===== config.mk =====
export PLATFORM = sky130hd
export DESIGN_NAME = rmb_fifo
export DESIGN_NICKNAME = d
export VERILOG_FILES = /design/src/hdl/assert_macros.svh /design/src/hdl/rmb_fifo.sv
export SDC_FILE = /design/constraint.sdc
export NUM_CORES = 1
export LEC_CHECK = 0
export ABC_AREA = 1
export BUFFER_PORTS_ARGS = -buffer_cell sky130_fd_sc_hd__buf_2
export CAP_MARGIN = 20
export CORE_ASPECT_RATIO = 1.1
export CORE_MARGIN = 5
export CORE_UTILIZATION = 43
export CTS_BUF_LIST = sky130_fd_sc_hd__clkbuf_4 sky130_fd_sc_hd__clkbuf_8 sky130_fd_sc_hd__clkbuf_16
export DETAILED_ROUTE_END_ITERATION = 7
export PLACE_DENSITY = 0.73
export SLEW_MARGIN = 40
export SYNTH_ARGS = -nofsm -noshare
export SYNTH_HDL_FRONTEND = slang
export SYNTH_SLANG_ARGS = --single-unit

===== constraint.sdc =====
create_clock -name clk -period 5.3 [get_ports clk]
set_input_delay 0.265 -clock clk [delete_from_list [all_inputs] [get_ports clk]]
set_output_delay 0.265 -clock clk [all_outputs]
set_load 0.05 [all_outputs]

===== src/hdl/assert_macros.svh =====
// Assertion macros for the RTL file that carries checks.
`ifndef ASSERT_MACROS_SVH
`define ASSERT_MACROS_SVH

`ifndef SYNTHESIS

// Property that must hold at every clock edge outside reset.
`define ASSERT_HOLDS(lbl, clk, rst, prop, msg) \
  lbl: assert property (@(posedge clk) disable iff (rst) (prop)) else $error(msg);

// Condition that must never be true at a clock edge outside reset.
`define ASSERT_NEVER(lbl, clk, rst, cond, msg) \
  lbl: assert property (@(posedge clk) disable iff (rst) !(cond)) else $error(msg);

`else

`define ASSERT_HOLDS(lbl, clk, rst, prop, msg)
`define ASSERT_NEVER(lbl, clk, rst, cond, msg)

`endif

`endif


===== src/hdl/rmb_fifo.sv =====
// Small register-based first-in first-out queue with a fill level.
module rmb_fifo #(
  parameter int WIDTH = 8,
  parameter int DEPTH = 4
) (
  input  logic                         clk,
  input  logic                         rst,
  input  logic                         push,
  input  logic [WIDTH-1:0]             wdata,
  output logic                         full,
  input  logic                         pop,
  output logic [WIDTH-1:0]             rdata,
  output logic                         empty,
  output logic [$clog2(DEPTH+1)-1:0]   level
);

  localparam int PTR_W = (DEPTH > 1) ? $clog2(DEPTH) : 1;
  localparam int CNT_W = $clog2(DEPTH+1);

  logic [WIDTH-1:0] mem [DEPTH];
  logic [PTR_W-1:0] wr_ptr;
  logic [PTR_W-1:0] rd_ptr;
  logic [CNT_W-1:0] count;
  logic             do_push;
  logic             do_pop;

  assign full    = (count == CNT_W'(DEPTH));
  assign empty   = (count == '0);
  assign level   = count;
  assign rdata   = mem[rd_ptr];
  assign do_push = push && !full;
  assign do_pop  = pop && !empty;

  // Storage is written without reset; only the pointers and the count are control state.
  always_ff @(posedge clk) begin
    if (do_push) begin
      mem[wr_ptr] <= wdata;
    end
  end

  // Pointers wrap at the queue depth.
  always_ff @(posedge clk) begin
    if (rst) begin
      wr_ptr <= '0;
      rd_ptr <= '0;
      count  <= '0;
    end else begin
      if (do_push) begin
        wr_ptr <= (wr_ptr == PTR_W'(DEPTH-1)) ? '0 : wr_ptr + 1'b1;
      end
      if (do_pop) begin
        rd_ptr <= (rd_ptr == PTR_W'(DEPTH-1)) ? '0 : rd_ptr + 1'b1;
      end
      if (do_push && !do_pop) begin
        count <= count + 1'b1;
      end else if (do_pop && !do_push) begin
        count <= count - 1'b1;
      end
    end
  end

endmodule


==> results of run 1 <==
[cells in the mapped netlist]
library cell,instances
xor2_1,1
o21ai_2,3
nor2_1,33
buf_6,2
inv_2,1
o21ai_1,1
inv_1,17
nand3_1,1
nand3b_1,2
o22ai_1,8
edfxtp_1,32
nand4_1,1
o21ai_0,13
ha_1,6
fa_1,1
a21oi_1,2
nand2_2,1
dfxtp_1,9
nand2_1,13
[cell families (layout without fill, tap and decap cells)]
logic type | count (synthesis) | count (layout)
AND/OR/NAND/NOR | 51 | 51
XOR/XNOR | 1 | 1
adder cells (fa/ha/maj) | 7 | 7
AO/OA/AOI/OAI | 27 | 27
flip-flops | 41 | 41
buffers and inverters | 20 | 50
[stage by stage]
step                worst slack, ns  cell area [um^2]  utilization  total power [mW]  cells
finish                         3.28              1970        0.505              1.13    229
global route                   3.06              1970        0.505              1.20    229
CTS                            3.26              1970        0.504              1.14    229
detailed placement             3.45              1860        0.476             0.909    221
global placement               3.52              1860        0.476             0.898    221
floorplan                      3.24              1700            -             0.808    147
[registers in the layout, indices dropped and copies added, names as in the netlist, named ones only]
register and flops:
mem 32, wr_ptr 2, level 3, rd_ptr 2
[metal layers]
layer	global-route usage	wire length (um)	vias to the layer above
met4	0.0638	40	0
met1	0.140	1350	501
met5	0	0	-
met2	0.213	1430	23
li1	-	-	561
met3	0.0369	169	5
[layout make-up]
class / count / share of cell area
clock buffers: 6 / 0.0476
clock inverters: 2 / 0.00761
inverters: 18 / 0.0342
multi-input cells: 86 / 0.238
flip-flops and latches: 41 / 0.578
well taps: 52 / 0.0330
repair buffers: 24 / 0.0609
[where the power goes]
| part | internal [mW] | switching [mW] |
|---|---|---|
| clock network | 0.122 | 0.108 |
| registers | 0.399 | 0.0429 |
| logic | 0.114 | 0.343 |
[worst max-delay path, stage by stage (launching register included)]
cell	delay, ns
dfxtp_1	0.67
inv_2	0.25
o21ai_0	0.21
o22ai_1	0.10
buf_2	0.22
[layout by cell type (no fill, tap or decap), drive strengths merged]
cell type,count
nor2,33
edfxtp,32
buf,24
inv,19
o21ai,17
nand2,14
dfxtp,9
o22ai,8
ha,6
clkbuf,6
a21oi,2
nand3b,2
xor2,1
nand3,1
nand4,1
fa,1
clkinv,1
[final timing paths]
kind                           from                endpoint  slack (ns)  cells after the start
min reg2reg  rd_ptr[1]$_SDFFE_PP0P_  rd_ptr[1]$_SDFFE_PP0P_        0.54                      2
max                       flip-flop                rdata[4]        3.28                      4
max reg2reg   level[1]$_SDFFE_PP0P_   level[2]$_SDFFE_PP0P_        3.42                     12
min                             rst   level[0]$_SDFFE_PP0P_        0.14                      2
==> metrics.txt, run 1 <==
filler instances=360; Worst Hold Slack=0.139 ns; post-synth top area share=0.566; HP Class=in -> reg; multi-input logic area=470 um^2; clk root buf=clkbuf_8; combinational family with the most area after synthesis=simple AND/OR/NAND/NOR gates; Post-CTS Resized=0; IO Port Bufs=24; Critical Path AT=about 1.8 ns; postcts setup bufs=0; remaining antenna violation count=0; hold buffer count at CTS=0; gate count after technology mapping=around 150; total core area=between 3000 and 4000 um^2; clock sink count=a little over 40; Die X=~70 um; Die Ht=between 70 and 80 um; Syn Area/Cell=11.5 um^2; Synthesized Nets=166; multiplexer share of the synthesized area=0; DRT iter0 DRCs=73; Final #Nets=roughly 200; P_leak=roughly 0.80 nW; compound-gate portion of the synthesized area=0.0922; Ports=25; clk buf depth=2; fmax=496 MHz; RSZ-0062 raised after global routing=false; crit share post-route=0.381; skew final=approximately 0.0031 ns; #FFs+latches synth=41; Seq/Total Area, Yosys=0.673; Reg area=about 1100 um^2; Via Count=1090; wirelength, routed=between 2000 and 3000 um; TritonCTS clock tree=built; GP Congestion=0.767; Req. time, crit path=~5 ns; clock latency on the worst-skew pair=slightly below 0.3 ns; Max Cap Viol=0; DRT Pass-1 Iters=4; Max Transition Viols Final=0; clock-pin slew on the worst setup and hold paths=roughly 0.080 ns; min Tclk post-route=2.02 ns; Final HPWL DP=around 2100 um; die area=5300 um^2; GRT overflow=0; synth warn=0; routed wire length per instance=between 10 and 15 um; layout cells sized above 1=0.220; initial antenna violation count=0; top cells by area, synth=edfxtp_1, dfxtp_1, nor2_1, ha_1, o21ai_0; TNS Setup=0 ns; Num CTS Buffers=5; fraction of the mapped netlist area in simple logic gates=0.121; total track usage=0.123; Startpoint Class=flip-flop; Mapped Area=between 1500 and 2000 um^2; crit end category=output port; # setup viols final=0; pwr/cell area=between 500 and 600 nW/um^2; number of diodes=0; Crit Path Category=reg -> out; post-synth top area cell=edfxtp_1; largest net degree at the start of global routing=18; Crit Path Max Fanout=17; Worst Max-Slew Pin Slew=approximately 0.74 ns; initial core utilization=0.435; Final Hold Viols=0; first-pass GRT wire length=a little under 5000 um; drt drc=0; Synth Area in Adders=0.0560; drt via density=about 4.8; Synth Area in XOR/XNOR=0.00516; status=finished clean; Synth-to-Final Area Change=16.3%; peak supply drop=between 0.3 and 0.4 mV; num rows=24; relative slew slack=0.507; vias in the first global route=between 1000 and 1500; Max H-tree Level=2; Yosys cell types=19
No activity file was read; power rests on OpenSTA's default activity.
==> run 2, diff against run 1 <==
==> constraint.sdc (replaced) <==
create_clock -name clk -period 1.9 [get_ports clk]
set_input_delay 0.095 -clock clk [delete_from_list [all_inputs] [get_ports clk]]
set_output_delay 0.095 -clock clk [all_outputs]
set_load 0.05 [all_outputs]
==> metrics.txt, run 2 (synthesis gave the netlist of run 1 again) <==
clock latency on the worst-skew pair=between 0.2 and 0.3 ns; DRT Pass-1 Iters=4; fin area=2070 um^2; initial antenna violation count=0; clk root buf=clkbuf_8; wirelength, routed=just over 3000 um; Num CTS Buffers=5; drt drc=0; crit end category=flip-flop; placed cell areas=1910 um^2; HP Class=in -> reg; GRT overflow=0; DP Worst Slack=0.137 ns; Ports=25; drt via density=around 4.8; commonest cells after routing, fill and taps aside=nor2_1, edfxtp_1, buf_2, inv_1, o21ai_0; Max Transition Viols Final=0; Synth-to-Final Area Change=22.0%; clock sink count=a little over 40; Worst Hold Slack=between 0.015 and 0.02 ns; Most flops, register=mem; worst-path cell chain=nor2_4, nand2_2, nand2_2, inv_1, ha_1, inv_1, fa_1, nand2_1, nand4_1, nand2_1, nor2_1; Worst Max-Slew Pin Slew=about 0.33 ns; Pwr Total=~3.4 mW; filler instances=363; routed wire length per instance=~13 um; Max H-tree Level=2; Reg area=roughly 1100 um^2; initial core utilization=0.435; Die X=between 60 and 70 um; first-pass GRT wire length=between 4000 and 5000 um; pwr/cell area=1640 nW/um^2; Critical Path AT=about 1.9 ns; clock-pin slew on the worst setup and hold paths=about 0.08 ns; Crit-path slowest cell=dfxtp_2; multi-input logic area=~480 um^2; Req. time, crit path=between 2 and 2.5 ns; status=finished clean; Crit Path Category=reg -> reg; Final #Nets=about 200; Final Hold Viols=0; Max Cap Viol=0; IO Port Bufs=24; # setup viols final=0; Final HPWL DP=~2100 um; num rows=24; largest net degree at the start of global routing=17; crit share post-route=0.913; Crit Path Max Fanout=4; remaining antenna violation count=0; TNS Setup=0 ns; P_leak=roughly 0.85 nW; skew final=0.00624 ns; relative slew slack=0.777; total core area=~4000 um^2; layout cells sized above 1=0.272; postcts setup bufs=0; vias in the first global route=1098; Die Ht=75.9 um; fmax=roughly 580 MHz; Final WS setup=between 0.15 and 0.2 ns; peak supply drop=~0.83 mV; DRT iter0 DRCs=41; max incr delay on CP=0.39 ns; max reg flops=32; final core occ=0.530; TritonCTS clock tree=built; number of instances in the placed design=227; Startpoint Class=flip-flop; Final Instance Count excl. Fillers=between 200 and 250; die area=about 5300 um^2; min Tclk post-route=~1.7 ns; GP Congestion=about 0.7; clk buf depth=2; Via Count=~1100; total track usage=0.123; number of diodes=0
## run 2: layout make-up
| cell class | count | share of cell area |
|---|---|---|
| tap | 52 | 0.0314 |
| clock buffer | 5 | 0.0333 |
| inverter | 18 | 0.0326 |
| timing repair buffer | 31 | 0.0846 |
| sequential | 41 | 0.554 |
| multi-input combinational | 86 | 0.232 |
| clock inverter | 3 | 0.0314 |
## run 2: where the power goes
part / switching [mW] / internal [mW]
sequential: 0.113 / 1.12
clock: 0.290 / 0.522
combinational: 0.990 / 0.362
total: 1.39 / 2.00
## run 2: path summary, 6_finish.rpt
check | from | cells after the start | end | slack [ns]
min reg2reg | rd_ptr[1]$_SDFFE_PP0P_ | 2 | rd_ptr[1]$_SDFFE_PP0P_ | 0.53
min | wdata[6] | 1 | mem[1][6]$_DFFE_PP_ | 0.02
max | level[1]$_SDFFE_PP0P_ | 11 | level[2]$_SDFFE_PP0P_ | 0.17
max reg2reg | level[1]$_SDFFE_PP0P_ | 11 | level[2]$_SDFFE_PP0P_ | 0.17
## run 2: timing repair
item / 4_1_cts / 5_1_grt
hold buffers: 1 / 0
gates resized for setup: 0 / 6
endpoints found under the setup margin: 0 / 2
endpoints found under the hold margin: 1 / 0
## run 2: critical path, delay by kind of cell (launching register included)
kind / cells / cell delay (ns)
adders and majority gates: 2 / 0.55
DFF: 1 / 0.39
and+or+nand+nor: 7 / 0.57
buffers and inverters: 2 / 0.13
## run 2: per-layer routing
layer  vias to the layer above  GRT usage  part of all wire
met5                         -          0                 0
met4                         0     0.0447             0.012
met3                         3     0.0515             0.057
met2                        23      0.230              0.53
met1                       532      0.126              0.40
li1                        570          -                 -
==> run 3, diff against run 2 <==
--- a/config.mk
+++ b/config.mk
@@ -9,7 +9,7 @@
 export BUFFER_PORTS_ARGS = -buffer_cell sky130_fd_sc_hd__buf_2
 export CAP_MARGIN = 20
 export CORE_ASPECT_RATIO = 1.1
-export CORE_MARGIN = 5
+export CORE_MARGIN = 3
 export CORE_UTILIZATION = 43
 export CTS_BUF_LIST = sky130_fd_sc_hd__clkbuf_4 sky130_fd_sc_hd__clkbuf_8 sky130_fd_sc_hd__clkbuf_16
 export DETAILED_ROUTE_END_ITERATION = 7
==> metrics.txt, run 3 (synthesis gave the netlist of run 1 again) <==
DRT iter0 DRCs=52; Ports=25; cells on worst reg2reg path=12; number of diodes=0; Die Ht=between 70 and 80 um; max reg flops=32; TritonCTS clock tree=built; max incr delay on CP=roughly 0.40 ns; Synth-to-Final Area Change=19.8%; RSZ-0062 raised after global routing=true; commonest cells after routing, fill and taps aside=nor2_1, edfxtp_1, buf_2, inv_1, o21ai_0; hold_sp=wdata[7]; Max Cap Viol=0; Via Count=about 1100; final core occ=0.548; Final Hold Viols=0; Final #Nets=between 200 and 250; worst reg2reg setup slack=0.09 ns; clock latency on the worst-skew pair=between 0.2 and 0.3 ns; crit share post-route=0.951; Reg2Reg Launch Point=level[1]$_SDFFE_PP0P_; # setup viols final=0; pwr/cell area=roughly 1600 nW/um^2; total track usage=0.136; FF-to-FF End=level[2]$_SDFFE_PP0P_; peak supply drop=0.906 mV; Crit-path slowest cell=fa_1; most frequent CP cell=inv_1; clock sink count=between 40 and 50; skew final=around 0.0016 ns; status=finished clean; remaining antenna violation count=0; worst-path cell chain=nor2_2, nand2_2, nand2_2, ha_1, inv_1, fa_1, inv_1, nand2_1, nand3_1, nand2_1, inv_1, nor2_1; num rows=23; first-pass GRT wire length=roughly 4700 um; wirelength, routed=about 3100 um; relative slew slack=0.741; Startpoint Class=flip-flop; clock-pin slew on the worst setup and hold paths=approximately 0.070 ns; IO Port Bufs=24; HP Class=in -> reg; Req. time, crit path=2.08 ns; die area=~4700 um^2; crit end category=flip-flop; total core area=3710 um^2; initial core utilization=0.457; Crit Path Max Fanout=4; Most flops, register=mem; Critical Path AT=approximately 2.0 ns; hold path cells=1; largest net degree at the start of global routing=17; layout cells sized above 1=0.262; routed wire length per instance=13.2 um; DRT Pass-1 Iters=4; GRT overflow=0; TNS Setup=0 ns; P_leak=approximately 0.84 nW; Worst Max-Slew Pin Slew=between 0.3 and 0.4 ns; Max Transition Viols Final=0; Max H-tree Level=2; drt drc=0; min Tclk post-route=around 1.8 ns; initial antenna violation count=0; fmax=about 550 MHz; GP Congestion=0.792; drt via density=4.87; WHS Endpoint=mem[1][7]$_DFFE_PP_; Crit Path Category=reg -> reg; clk buf depth=2; vias in the first global route=1036; Num CTS Buffers=5; Final HPWL DP=~2100 um; Die X=about 66 um; clk root buf=clkbuf_8
==> run 3: cell types whose count changed in the layout (fill, tap and decap cells not counted), sizes merged <==
cell	before	now
clkbuf	5	6
bufinv	2	1
buf	30	29
==> run 3: worst max path at each step <==
stage | startpoint | endpoint | slack, ns | depth (start not counted)
finish | level[1]$_SDFFE_PP0P_ | level[2]$_SDFFE_PP0P_ | 0.09 | 12
CTS | level[1]$_SDFFE_PP0P_ | level[2]$_SDFFE_PP0P_ | 0.04 | 12
floorplan | level[1]$_SDFFE_PP0P_ | level[2]$_SDFFE_PP0P_ | 0.05 | 13
global route | level[1]$_SDFFE_PP0P_ | level[2]$_SDFFE_PP0P_ | -0.04 | 11
detailed placement | level[1]$_SDFFE_PP0P_ | level[2]$_SDFFE_PP0P_ | 0.06 | 12
global placement | level[1]$_SDFFE_PP0P_ | level[1]$_SDFFE_PP0P_ | 0.13 | 9
==> run 3: what timing repair did <==
action,CTS,global route
hold buffers,1,0
gates resized for setup,0,6
endpoints found under the hold margin,1,0
buffers inserted,0,0
endpoints found under the setup margin,0,2
==> run 3: per-layer routing <==
layer	global-route usage	vias up	part of all wire
met5	0	-	0
met4	0.0553	0	0.014
met3	0.0533	5	0.061
met2	0.225	34	0.51
met1	0.156	527	0.41
li1	-	568	-
==> run 3: layout make-up <==
type / count / area (um^2)
Fill cell: 315 / 1680
Inverter: 18 / 67.6
Multi-Input combinational cell: 86 / 480
Tap cell: 50 / 62.6
Sequential cell: 41 / 1140
Clock inverter: 2 / 33.8
Clock buffer: 6 / 76.3
Timing Repair Buffer: 30 / 168
==> run 3: stage by stage <==
stage | power (mW) | setup slack, ns | hold WS (ns) | std cells | instance area [um^2]
after floorplan | 2.26 | 0.0508 | 0.160 | 147 | 1700
after global placement | 2.53 | 0.130 | 0.263 | 224 | 1900
after detailed placement | 2.59 | 0.0631 | 0.264 | 224 | 1900
after CTS | 3.25 | 0.0449 | 0.0133 | 233 | 2020
after global routing | 3.46 | -0.0432 | 0.0112 | 233 | 2030
final | 3.27 | 0.0939 | 0.0229 | 233 | 2030
==> run 3: power breakdown <==
group          switching (mW)  internal [mW]  leakage [nW]
Clock                   0.272          0.402        0.0563
Combinational            1.00          0.357         0.413
Sequential              0.114           1.12         0.369
==> run 3: critical path: cells and delay by family, from the launching register on <==
family,cells,cell delay [ns]
adder cells (fa/ha/maj),2,0.57
AND/OR/NAND/NOR,7,0.60
flip-flops,1,0.35
buffers and inverters,3,0.19
