### config.mk
export PLATFORM = sky130hd
export DESIGN_NAME = rmb_front
export DESIGN_NICKNAME = d
export VERILOG_FILES = /design/src/hdl/assert_macros.svh /design/src/hdl/rmb_pkg.sv /design/src/hdl/rmb_front.sv
export SDC_FILE = /design/constraint.sdc
export NUM_CORES = 1
export LEC_CHECK = 0
export BUFFER_PORTS_ARGS = -buffer_cell sky130_fd_sc_hd__buf_2
export CORE_MARGIN = 10
export CORE_UTILIZATION = 50
export CTS_CLUSTER_DIAMETER = 40
export DETAILED_ROUTE_END_ITERATION = 16
export GPL_ROUTABILITY_DRIVEN = 0
export PLACE_DENSITY = 0.73
export SYNTH_ARGS = -nofsm -noshare
export SYNTH_HDL_FRONTEND = slang
export SYNTH_SLANG_ARGS = --single-unit
### constraint.sdc
create_clock -name clk -period 7.5 [get_ports clk]
set_input_delay 1.125 -clock clk [delete_from_list [all_inputs] [get_ports clk]]
set_output_delay 1.125 -clock clk [all_outputs]
set_load 0.02 [all_outputs]
### src/hdl/assert_macros.svh
// Assertion macros for the RTL file that carries checks.
`ifndef ASSERT_MACROS_SVH
`define ASSERT_MACROS_SVH

`ifndef SYNTHESIS

// Property that must hold at every clock edge outside reset.
`define ASSERT_HOLDS(lbl, clk, rst, prop, msg) \
  lbl: assert property (@(posedge clk) disable iff (rst) (prop)) else $error(msg);

// Condition that must never be true at a clock edge outside reset.
`define ASSERT_NEVER(lbl, clk, rst, cond, msg) \
  lbl: assert property (@(posedge clk) disable iff (rst) !(cond)) else $error(msg);

`else

`define ASSERT_HOLDS(lbl, clk, rst, prop, msg)
`define ASSERT_NEVER(lbl, clk, rst, cond, msg)

`endif

`endif

### src/hdl/rmb_pkg.sv
// Types, constants and lane arithmetic for the RGBA mip box downsampler.
package rmb_pkg;

  localparam int PIX_W        = 32;
  localparam int LANES        = 4;
  localparam int LANE_W       = 8;
  localparam int SUM_W        = 9;
  localparam int SUMS_W       = LANES * SUM_W;
  localparam int ALPHA_LANE   = 3;
  localparam int WIDTH_REG_W  = 12;
  localparam int HEIGHT_REG_W = 16;
  localparam int CFG_DATA_W   = 16;
  localparam int CFG_INDEX_W  = 1;

  // Register indexes on the configuration port.
  localparam logic [CFG_INDEX_W-1:0] REG_IMAGE_WIDTH  = 1'b0;
  localparam logic [CFG_INDEX_W-1:0] REG_IMAGE_HEIGHT = 1'b1;

  localparam logic [WIDTH_REG_W-1:0]  WIDTH_RESET  = 12'd256;
  localparam logic [HEIGHT_REG_W-1:0] HEIGHT_RESET = 16'd256;
  localparam logic [LANE_W-1:0]       ALPHA_MAX    = 8'd255;

  // One entry of the command queue between front and back.
  typedef struct packed {
    logic              store;  // even row: write pair sums to the line store
    logic              last;   // final result of the frame
    logic [SUMS_W-1:0] sums;   // four 9-bit horizontal pair sums
  } cmd_t;

  // One result transaction.
  typedef struct packed {
    logic             frame_last;
    logic [PIX_W-1:0] pixel;
  } out_t;

  // Per-lane sums of two horizontally adjacent pixels.
  function automatic logic [SUMS_W-1:0] pair_sums(input logic [PIX_W-1:0] a,
                                                  input logic [PIX_W-1:0] b);
    logic [SUMS_W-1:0] r;
    r = '0;
    for (int lane = 0; lane < LANES; lane++) begin
      r[lane*SUM_W +: SUM_W] = {1'b0, a[lane*LANE_W +: LANE_W]} +
                               {1'b0, b[lane*LANE_W +: LANE_W]};
    end
    return r;
  endfunction

  // Adds top and bottom pair sums; color lanes average, alpha gets a 1/8 boost.
  function automatic logic [PIX_W-1:0] combine(input logic [SUMS_W-1:0] top,
                                               input logic [SUMS_W-1:0] bottom);
    logic [PIX_W-1:0] r;
    logic [SUM_W:0]   s;
    logic [SUM_W+1:0] boost;
    logic [SUM_W-1:0] q;
    r = '0;
    for (int lane = 0; lane < LANES; lane++) begin
      s = {1'b0, top[lane*SUM_W +: SUM_W]} + {1'b0, bottom[lane*SUM_W +: SUM_W]};
      boost = {1'b0, s} + {4'b0, s[SUM_W:3]};
      q = boost[SUM_W+1:2];
      if (lane == ALPHA_LANE) begin
        r[lane*LANE_W +: LANE_W] = (q > {1'b0, ALPHA_MAX}) ? ALPHA_MAX : q[LANE_W-1:0];
      end else begin
        r[lane*LANE_W +: LANE_W] = s[SUM_W:2];
      end
    end
    return r;
  endfunction

endpackage

### src/hdl/rmb_front.sv
// Front end: pixel intake, raster position, pairing and command issue.
module rmb_front import rmb_pkg::*; #(
  parameter int MAX_WIDTH = 2048
) (
  input  logic                     clk,
  input  logic                     rst,
  input  logic                     cfg_write,
  input  logic [CFG_INDEX_W-1:0]   cfg_index,
  input  logic [CFG_DATA_W-1:0]    cfg_data,
  input  logic                     push,
  output logic                     full,
  input  logic [PIX_W-1:0]         pixel_word,
  output logic                     cmd_push,
  input  logic                     cmd_full,
  output cmd_t                     cmd,
  output logic [((MAX_WIDTH/2 > 1) ? $clog2(MAX_WIDTH/2) : 1)-1:0] cmd_idx
);

  localparam int LINE_DEPTH = MAX_WIDTH / 2;
  localparam int ADDR_W     = (LINE_DEPTH > 1) ? $clog2(LINE_DEPTH) : 1;
  localparam int COL_W      = (MAX_WIDTH > 2) ? $clog2(MAX_WIDTH) : 1;
  localparam int CMP_W      = ((COL_W > WIDTH_REG_W) ? COL_W : WIDTH_REG_W) + 1;
  localparam int WIDTH_LIM  = MAX_WIDTH - (MAX_WIDTH % 2);

  logic [WIDTH_REG_W-1:0]  eff_w;
  logic [HEIGHT_REG_W-1:0] eff_h;
  logic [COL_W-1:0]        column_count;
  logic [HEIGHT_REG_W-1:0] row_count;
  logic [PIX_W-1:0]        held_left_pixel;
  logic                    accept;
  logic                    col_end;
  logic                    row_end;

  // Even width, clamped to the line store, never below two.
  function automatic logic [WIDTH_REG_W-1:0] width_of(input logic [WIDTH_REG_W-1:0] raw);
    logic [WIDTH_REG_W-1:0] w;
    w = {raw[WIDTH_REG_W-1:1], 1'b0};
    if (int'(w) > WIDTH_LIM) begin
      w = WIDTH_REG_W'(WIDTH_LIM);
    end
    if (w == '0) begin
      w = WIDTH_REG_W'(2);
    end
    return w;
  endfunction

  // Even height, never below two.
  function automatic logic [HEIGHT_REG_W-1:0] height_of(input logic [HEIGHT_REG_W-1:0] raw);
    logic [HEIGHT_REG_W-1:0] h;
    h = {raw[HEIGHT_REG_W-1:1], 1'b0};
    if (h == '0) begin
      h = HEIGHT_REG_W'(2);
    end
    return h;
  endfunction

  assign full     = cmd_full;
  assign accept   = push && !cmd_full;
  assign col_end  = (CMP_W'(column_count) + 1'b1) >= CMP_W'(eff_w);
  assign row_end  = ({1'b0, row_count} + 1'b1) >= {1'b0, eff_h};

  // A command goes out on every odd column.
  assign cmd_push  = accept && column_count[0];
  assign cmd.store = !row_count[0];
  assign cmd.last  = col_end && row_end;
  assign cmd.sums  = pair_sums(held_left_pixel, pixel_word);
  assign cmd_idx   = ADDR_W'(column_count >> 1);

  // Effective dimensions are settled when a register is written.
  always_ff @(posedge clk) begin
    if (rst) begin
      eff_w <= width_of(WIDTH_RESET);
      eff_h <= height_of(HEIGHT_RESET);
    end else if (cfg_write) begin
      case (cfg_index)
        REG_IMAGE_WIDTH:  eff_w <= width_of(cfg_data[WIDTH_REG_W-1:0]);
        REG_IMAGE_HEIGHT: eff_h <= height_of(cfg_data[HEIGHT_REG_W-1:0]);
        default: ;
      endcase
    end
  end

  // Raster position and held left pixel; a register write restarts the frame.
  always_ff @(posedge clk) begin
    if (rst || cfg_write) begin
      column_count    <= '0;
      row_count       <= '0;
      held_left_pixel <= '0;
    end else if (accept) begin
      if (!column_count[0]) begin
        held_left_pixel <= pixel_word;
      end
      if (col_end) begin
        column_count <= '0;
        row_count    <= row_end ? '0 : row_count + 1'b1;
      end else begin
        column_count <= column_count + 1'b1;
      end
    end
  end

endmodule

==> results.sh, run 1 <==
export IMPL_avgSynthCellArea_um2=7.825
export IMPL_die_h_um=125.3
export IMPL_final_setup_worst_slack_ns=2.402
export IMPL_r2r_setup_slack_ns=3.54
export IMPL_max_cap_violations=0
export IMPL_syn_cell_area_um2=5540
export IMPL_syn_num_nets=826
export IMPL_syn_inst=708
export IMPL_crit_path_start="row_count[0]$_SDFFE_PP0P_"
export IMPL_multiInputGateArea_um2=3455
export IMPL_start_util=0.5111
export IMPL_startpoint_type="flip-flop"
export IMPL_arrival_ns=3.97
export IMPL_synth_main_ff_cell="dfxtp_1"
export IMPL_grt_pass1_vias=4761
export IMPL_synth_async_sr_flop_share=0
export IMPL_worstSetupPathType="reg -> out"
export IMPL_cts_path_max_buffers=2
export IMPL_cts_sinks=85
export IMPL_dpl_hpwl_um=10090
export IMPL_cts_tree="built"
export IMPL_p_leak_nw=2.837
export IMPL_clkTransAtPathRegs_ns=0.08
export IMPL_status="completed"
export IMPL_layout_cells_non_filler=931
export IMPL_core_area_um2=10840
export IMPL_die_w_um=125.3
export IMPL_synth_warnings=0
export IMPL_ys_ff_latch=85
export IMPL_final_nets=905
export IMPL_grt_ovfl_total=0
export IMPL_rows=38
export IMPL_grt_max_degree=60
export IMPL_drt_iter0_markers=261
export IMPL_n_fill_cell=1027
export IMPL_skew_ns=0.01149
export IMPL_slew_violations=0
export IMPL_via_per_inst=5.460
export IMPL_cts_hold_buf=0
export IMPL_worst_pin_slew_ns=0.9333
export IMPL_port_buffers=102
export IMPL_synth_seq_area_share=0.3071
export IMPL_num_vias=5083
export IMPL_timing_rr_start="column_count[0]$_SDFFE_PP0P_"
export IMPL_utilization=0.5740
export IMPL_drt_wirelength_per_cell_um=14.31
export IMPL_rsz0062_at_grt="no"
export IMPL_io_pins=104
export IMPL_antenna_found_initial=0
export IMPL_clk_latency_ns=0.37
export IMPL_grt_usage=0.1639
export IMPL_cts_htree_levels=3
export IMPL_r2r_end="row_count[6]$_SDFFE_PP0P_"
export IMPL_antennaDiodeCount=0
export IMPL_drive_gt1_frac=0.1606
export IMPL_dieArea_um2=15690
export IMPL_crit_end="cmd[36]"
export IMPL_cts_root_buf="clkbuf_8"
export IMPL_crit_fanout=8
export IMPL_drtAntennaViolNets=0
export IMPL_setup_viol=0
export IMPL_synth_distinct_cells=51
export IMPL_syn2layout_area_growth_pct=12.31
export IMPL_cts_resized=0
export IMPL_dp_cells=916
export IMPL_drtPass1Iterations=5
export IMPL_max_slew_margin_rel=0.3730
export IMPL_critical_path_required_ns=6.38
export IMPL_synth_edff_count=0
export IMPL_wl_um=13320
export IMPL_period_minus_slack_ns=5.098
export IMPL_ir_drop_mv=0.08287
export IMPL_finalHoldViolCount=0
export IMPL_cts_setup_buffers=0
export IMPL_pre_cts_ws_ns=2.806
export IMPL_cts_buffers=9
export IMPL_grt_pass1_wl_um=22290
export IMPL_hp_class="reg -> reg"
export IMPL_worstRegToRegCells=12
export IMPL_drc=0
export IMPL_power_density_nw_per_um2=147.6
export IMPL_setup_tns_ns=0
export IMPL_max_freq_mhz=196.1
export IMPL_end_kind="output pin"
export IMPL_regArea_um2=1702
export IMPL_fin_crit_sh=0.6798
-- power breakdown --
group | internal [W] | switching [W]
Sequential | 0.000461 | 0.00000603
Clock | 0.000127 | 0.000155
Combinational | 0.0000635 | 0.000105
-- Yosys cell counts, drive strengths merged (8+ instances only) --
cell | n | share of area
a22o | 9 | 0.014
inv | 53 | 0.036
nor3 | 12 | 0.012
ha | 60 | 0.14
xnor2 | 32 | 0.051
buf | 16 | 0.020
o22ai | 9 | 0.014
a21oi | 79 | 0.071
clkbuf | 21 | 0.014
nand4 | 8 | 0.0090
nor2b | 10 | 0.011
nand2 | 118 | 0.080
a21o | 13 | 0.018
dfxtp | 85 | 0.31
xor2 | 14 | 0.022
nand3 | 22 | 0.020
a31oi | 10 | 0.011
o21ai | 11 | 0.0099
nor2 | 56 | 0.039
-- state kept, by name (all words and copies together), names as in the netlist --
name and flops:
held_left_pixel 32, row_count 16, eff_h 15, column_count 11, eff_w 11
-- stage by stage --
| stage | cell area [um^2] | power, W | hold WS (ns) |
|---|---|---|---|
| 2_1_floorplan | 5540 | 0.0005912 | 0.4363 |
| 3_3_place_gp | 6063 | 0.0006418 | 0.4461 |
| 3_5_place_dp | 6063 | 0.0006466 | 0.4510 |
| 4_1_cts | 6222 | 0.0009243 | 0.4617 |
| 5_1_grt | 6222 | 0.0009643 | 0.4824 |
| 6_report | 6222 | 0.0009182 | 0.4592 |
-- layout make-up --
cell class | count | area share
multi-input cells | 533 | 0.5552
flip-flops and latches | 85 | 0.2735
repair buffers | 105 | 0.08566
inverters | 53 | 0.03197
well taps | 140 | 0.02815
clock buffers | 13 | 0.02393
clock inverters | 2 | 0.001609
-- layout by cell type (no fill, tap or decap), types with 2 or more instances in the layout --
master / count
clkinv_2: 2
xor2_1: 14
nand4_1: 8
and2_1: 5
a22o_1: 9
inv_1: 53
o21ai_0: 10
a221o_1: 2
nor2_1: 54
clkbuf_8: 10
buf_2: 102
nor2b_1: 10
and3_1: 7
o22ai_2: 3
nor3_1: 11
nor4_1: 3
dfxtp_1: 85
o41a_1: 3
nand3_1: 22
o22ai_1: 6
o41ai_1: 2
ha_1: 60
a31oi_1: 10
nand2_1: 118
a21oi_1: 79
a21o_1: 13
xnor2_1: 32
a22oi_1: 7
clkbuf_1: 3
a211oi_1: 2
buf_4: 3
nor3b_1: 7
o21a_1: 6
nand2b_1: 6
nand3b_1: 3
fa_1: 4
-- kinds of logic after synthesis --
group | count (synthesis) | share of synthesized area
compound gates | 159 | 0.1809
fa+ha+maj | 64 | 0.1500
simple gates | 263 | 0.2177
xor+xnor | 46 | 0.07272
mux | 1 | 0.001807
flops | 85 | 0.3071
buf+inv | 90 | 0.06978
-- how the worst min path moves through the flow --
stage / from / endpoint / slack, ns / cells past startpoint
after floorplan: eff_h[10]$_SDFFE_PP0P_ / eff_h[10]$_SDFFE_PP0P_ / 0.44 / 2
after global placement: held_left_pixel[18]$_SDFFE_PP0P_ / held_left_pixel[18]$_SDFFE_PP0P_ / 0.45 / 2
after detailed placement: eff_h[13]$_SDFFE_PP0P_ / eff_h[13]$_SDFFE_PP0P_ / 0.45 / 2
after CTS: eff_h[6]$_SDFFE_PP0P_ / eff_h[6]$_SDFFE_PP0P_ / 0.46 / 2
after global routing: held_left_pixel[14]$_SDFFE_PP0P_ / held_left_pixel[14]$_SDFFE_PP0P_ / 0.48 / 2
final: eff_h[3]$_SDFFE_PP0P_ / eff_h[3]$_SDFFE_PP0P_ / 0.46 / 2
-- routing by layer --
layer,vias to the layer above,wire length [um],global-route usage
met5,-,0,0
met4,0,119,0.04336
met3,12,848,0.04816
met2,136,5912,0.2468
met1,2357,6438,0.2234
li1,2578,-,-
-- worst max-delay path: stages (launching register included) --
cell and delay (ns):
dfxtp_1 0.45, ha_1 0.27, nand3_1 0.13, nor3b_1 0.44, nand2_1 0.15, xnor2_1 0.23
ha_1 0.29, nand4_1 0.14, o41ai_1 0.10, a221o_1 0.31, nor3_1 0.72, nor2_1 0.16
buf_2 0.21
(Power assumes the default switching activity.)
==> run 2, diff against run 1 <==
--- a/config.mk
+++ b/config.mk
@@ -11,7 +11,7 @@
 export CTS_CLUSTER_DIAMETER = 40
 export DETAILED_ROUTE_END_ITERATION = 16
 export GPL_ROUTABILITY_DRIVEN = 0
-export PLACE_DENSITY = 0.73
+export PLACE_DENSITY = 0.76
 export SYNTH_ARGS = -nofsm -noshare
 export SYNTH_HDL_FRONTEND = slang
 export SYNTH_SLANG_ARGS = --single-unit
==> constraint.sdc (replaced) <==
create_clock -name clk -period 4.6 [get_ports clk]
set_input_delay 0.69 -clock clk [delete_from_list [all_inputs] [get_ports clk]]
set_output_delay 0.69 -clock clk [all_outputs]
set_load 0.02 [all_outputs]
==> results.sh, run 2 (same netlist as run 1, synthesis figures left out) <==
export IMPL_io_pins=104
export IMPL_final_common_cell="nand2_1"
export IMPL_die_h_um=125.3
export IMPL_antenna_found_initial=0
export IMPL_cts_buffers=9
export IMPL_final_setup_worst_slack_ns=0.4323
export IMPL_grt_max_degree=60
export IMPL_final_cell_mix="nand2_1 (118), buf_2 (102), dfxtp_1 (85)"
export IMPL_finalHoldViolCount=0
export IMPL_dp_cells=916
export IMPL_rsz0062_at_grt="no"
export IMPL_rows=38
export IMPL_grt_pass1_vias=5007
export IMPL_slew_violations=0
export IMPL_drtPass1Iterations=6
export IMPL_period_minus_slack_ns=4.168
export IMPL_clk_latency_ns=0.37
export IMPL_critical_path_required_ns=3.91
export IMPL_ir_drop_mv=0.1567
export IMPL_dieArea_um2=15690
export IMPL_max_slew_margin_rel=0.3691
export IMPL_drive_gt1_frac=0.1667
export IMPL_worst_pin_slew_ns=0.9412
export IMPL_layout_cells_non_filler=932
export IMPL_skew_ns=0.009946
export IMPL_antennaDiodeCount=0
export IMPL_fin_area_um2=6292
export IMPL_grt_ovfl_total=0
export IMPL_cts_sinks=85
export IMPL_drtAntennaViolNets=0
export IMPL_max_freq_mhz=239.9
export IMPL_cts_tree="built"
export IMPL_p_leak_nw=2.867
export IMPL_cts_htree_levels=3
export IMPL_drt_wirelength_per_cell_um=14.89
export IMPL_n_fill_cell=988
export IMPL_core_area_um2=10840
export IMPL_power_density_nw_per_um2=260.0
export IMPL_placed_area_um2=6063
export IMPL_largest_register="held_left_pixel"
export IMPL_syn2layout_area_growth_pct=13.57
export IMPL_port_buffers=102
export IMPL_setup_viol=0
export IMPL_fin_crit_sh=0.9060
export IMPL_dpl_hpwl_um=10740
export IMPL_max_cap_violations=0
export IMPL_via_per_inst=5.481
export IMPL_pre_cts_ws_ns=0.5304
export IMPL_wl_um=13870
export IMPL_start_util=0.5111
export IMPL_worstSetupPathType="reg -> out"
export IMPL_cts_root_buf="clkbuf_8"
export IMPL_startpoint_type="flip-flop"
export IMPL_num_vias=5108
export IMPL_reg_top3="held_left_pixel: 32 flops, row_count: 16 flops, eff_h: 15 flops"
export IMPL_r2r_setup_slack_ns=0.73
export IMPL_grt_usage=0.1703
export IMPL_drt_iter0_markers=291
export IMPL_crit_fanout=8
export IMPL_drc=0
export IMPL_die_w_um=125.3
export IMPL_utilization=0.5804
export IMPL_clkTransAtPathRegs_ns=0.08
export IMPL_grt_pass1_wl_um=23000
export IMPL_final_nets=905
export IMPL_arrival_ns=3.48
export IMPL_largest_register_ffs=32
export IMPL_cts_path_max_buffers=2
export IMPL_setup_tns_ns=0
export IMPL_status="completed"
export IMPL_end_kind="output pin"
export IMPL_hp_class="reg -> reg"
-- run 2: what timing repair did --
item	CTS	global route
setup endpoints to repair	0	1
setup buffers	0	0
hold buffers	0	0
gates resized for setup	0	1
-- run 2: path summary, 6_finish.rpt --
check | end | depth (start not counted) | from
worst max register to register | column_count[8]$_SDFFE_PP0P_ | 12 | column_count[0]$_SDFFE_PP0P_
worst max-delay path | cmd[36] | 12 | row_count[0]$_SDFFE_PP0P_
worst min-delay path | eff_h[2]$_SDFFE_PP0P_ | 2 | eff_h[2]$_SDFFE_PP0P_
worst min register to register | eff_h[2]$_SDFFE_PP0P_ | 2 | eff_h[2]$_SDFFE_PP0P_
-- run 2: cell type report --
| type | count | area (um^2) | area share |
|---|---|---|---|
| tap | 140 | 175.2 | 0.02784 |
| clock buffer | 10 | 137.6 | 0.02187 |
| clock inverter | 6 | 86.33 | 0.01372 |
| inverter | 53 | 198.9 | 0.03162 |
| timing repair buffer | 105 | 533.0 | 0.08471 |
| multi-input combinational | 533 | 3460 | 0.5498 |
| sequential | 85 | 1702 | 0.2704 |
-- run 2: worst max-delay path, cell delays in order (launching register included) --
cell and delay, ns:
dfxtp_1 0.44, ha_1 0.27, nand3_1 0.12, nor3b_1 0.38
nand2_1 0.13, xnor2_1 0.22, ha_1 0.30, nand4_1 0.12
o41ai_1 0.09, a221o_1 0.34, nor3_2 0.40, nor2_1 0.12
buf_2 0.18
-- run 2: metal layers --
metal,track usage,vias up,routed length (um)
li1,-,2577,-
met1,0.2041,2356,6219
met2,0.2805,150,6429
met3,0.04858,25,934
met4,0.06978,0,290
met5,0,-,0
-- run 2: per-stage QoR --
step | power [W] | hold slack [ns]
2_1_floorplan | 0.0009639 | 0.4363
4_1_cts | 0.001652 | 0.4585
5_1_grt | 0.001708 | 0.4839
3_5_place_dp | 0.001056 | 0.4472
3_3_place_gp | 0.001046 | 0.4459
6_report | 0.001636 | 0.4585
-- run 2: where the power goes --
group | internal (W) | switching [W]
combinational | 0.000104 | 0.000173
sequential | 0.000752 | 0.0000100
clock | 0.000319 | 0.000278
total | 0.00117 | 0.000461
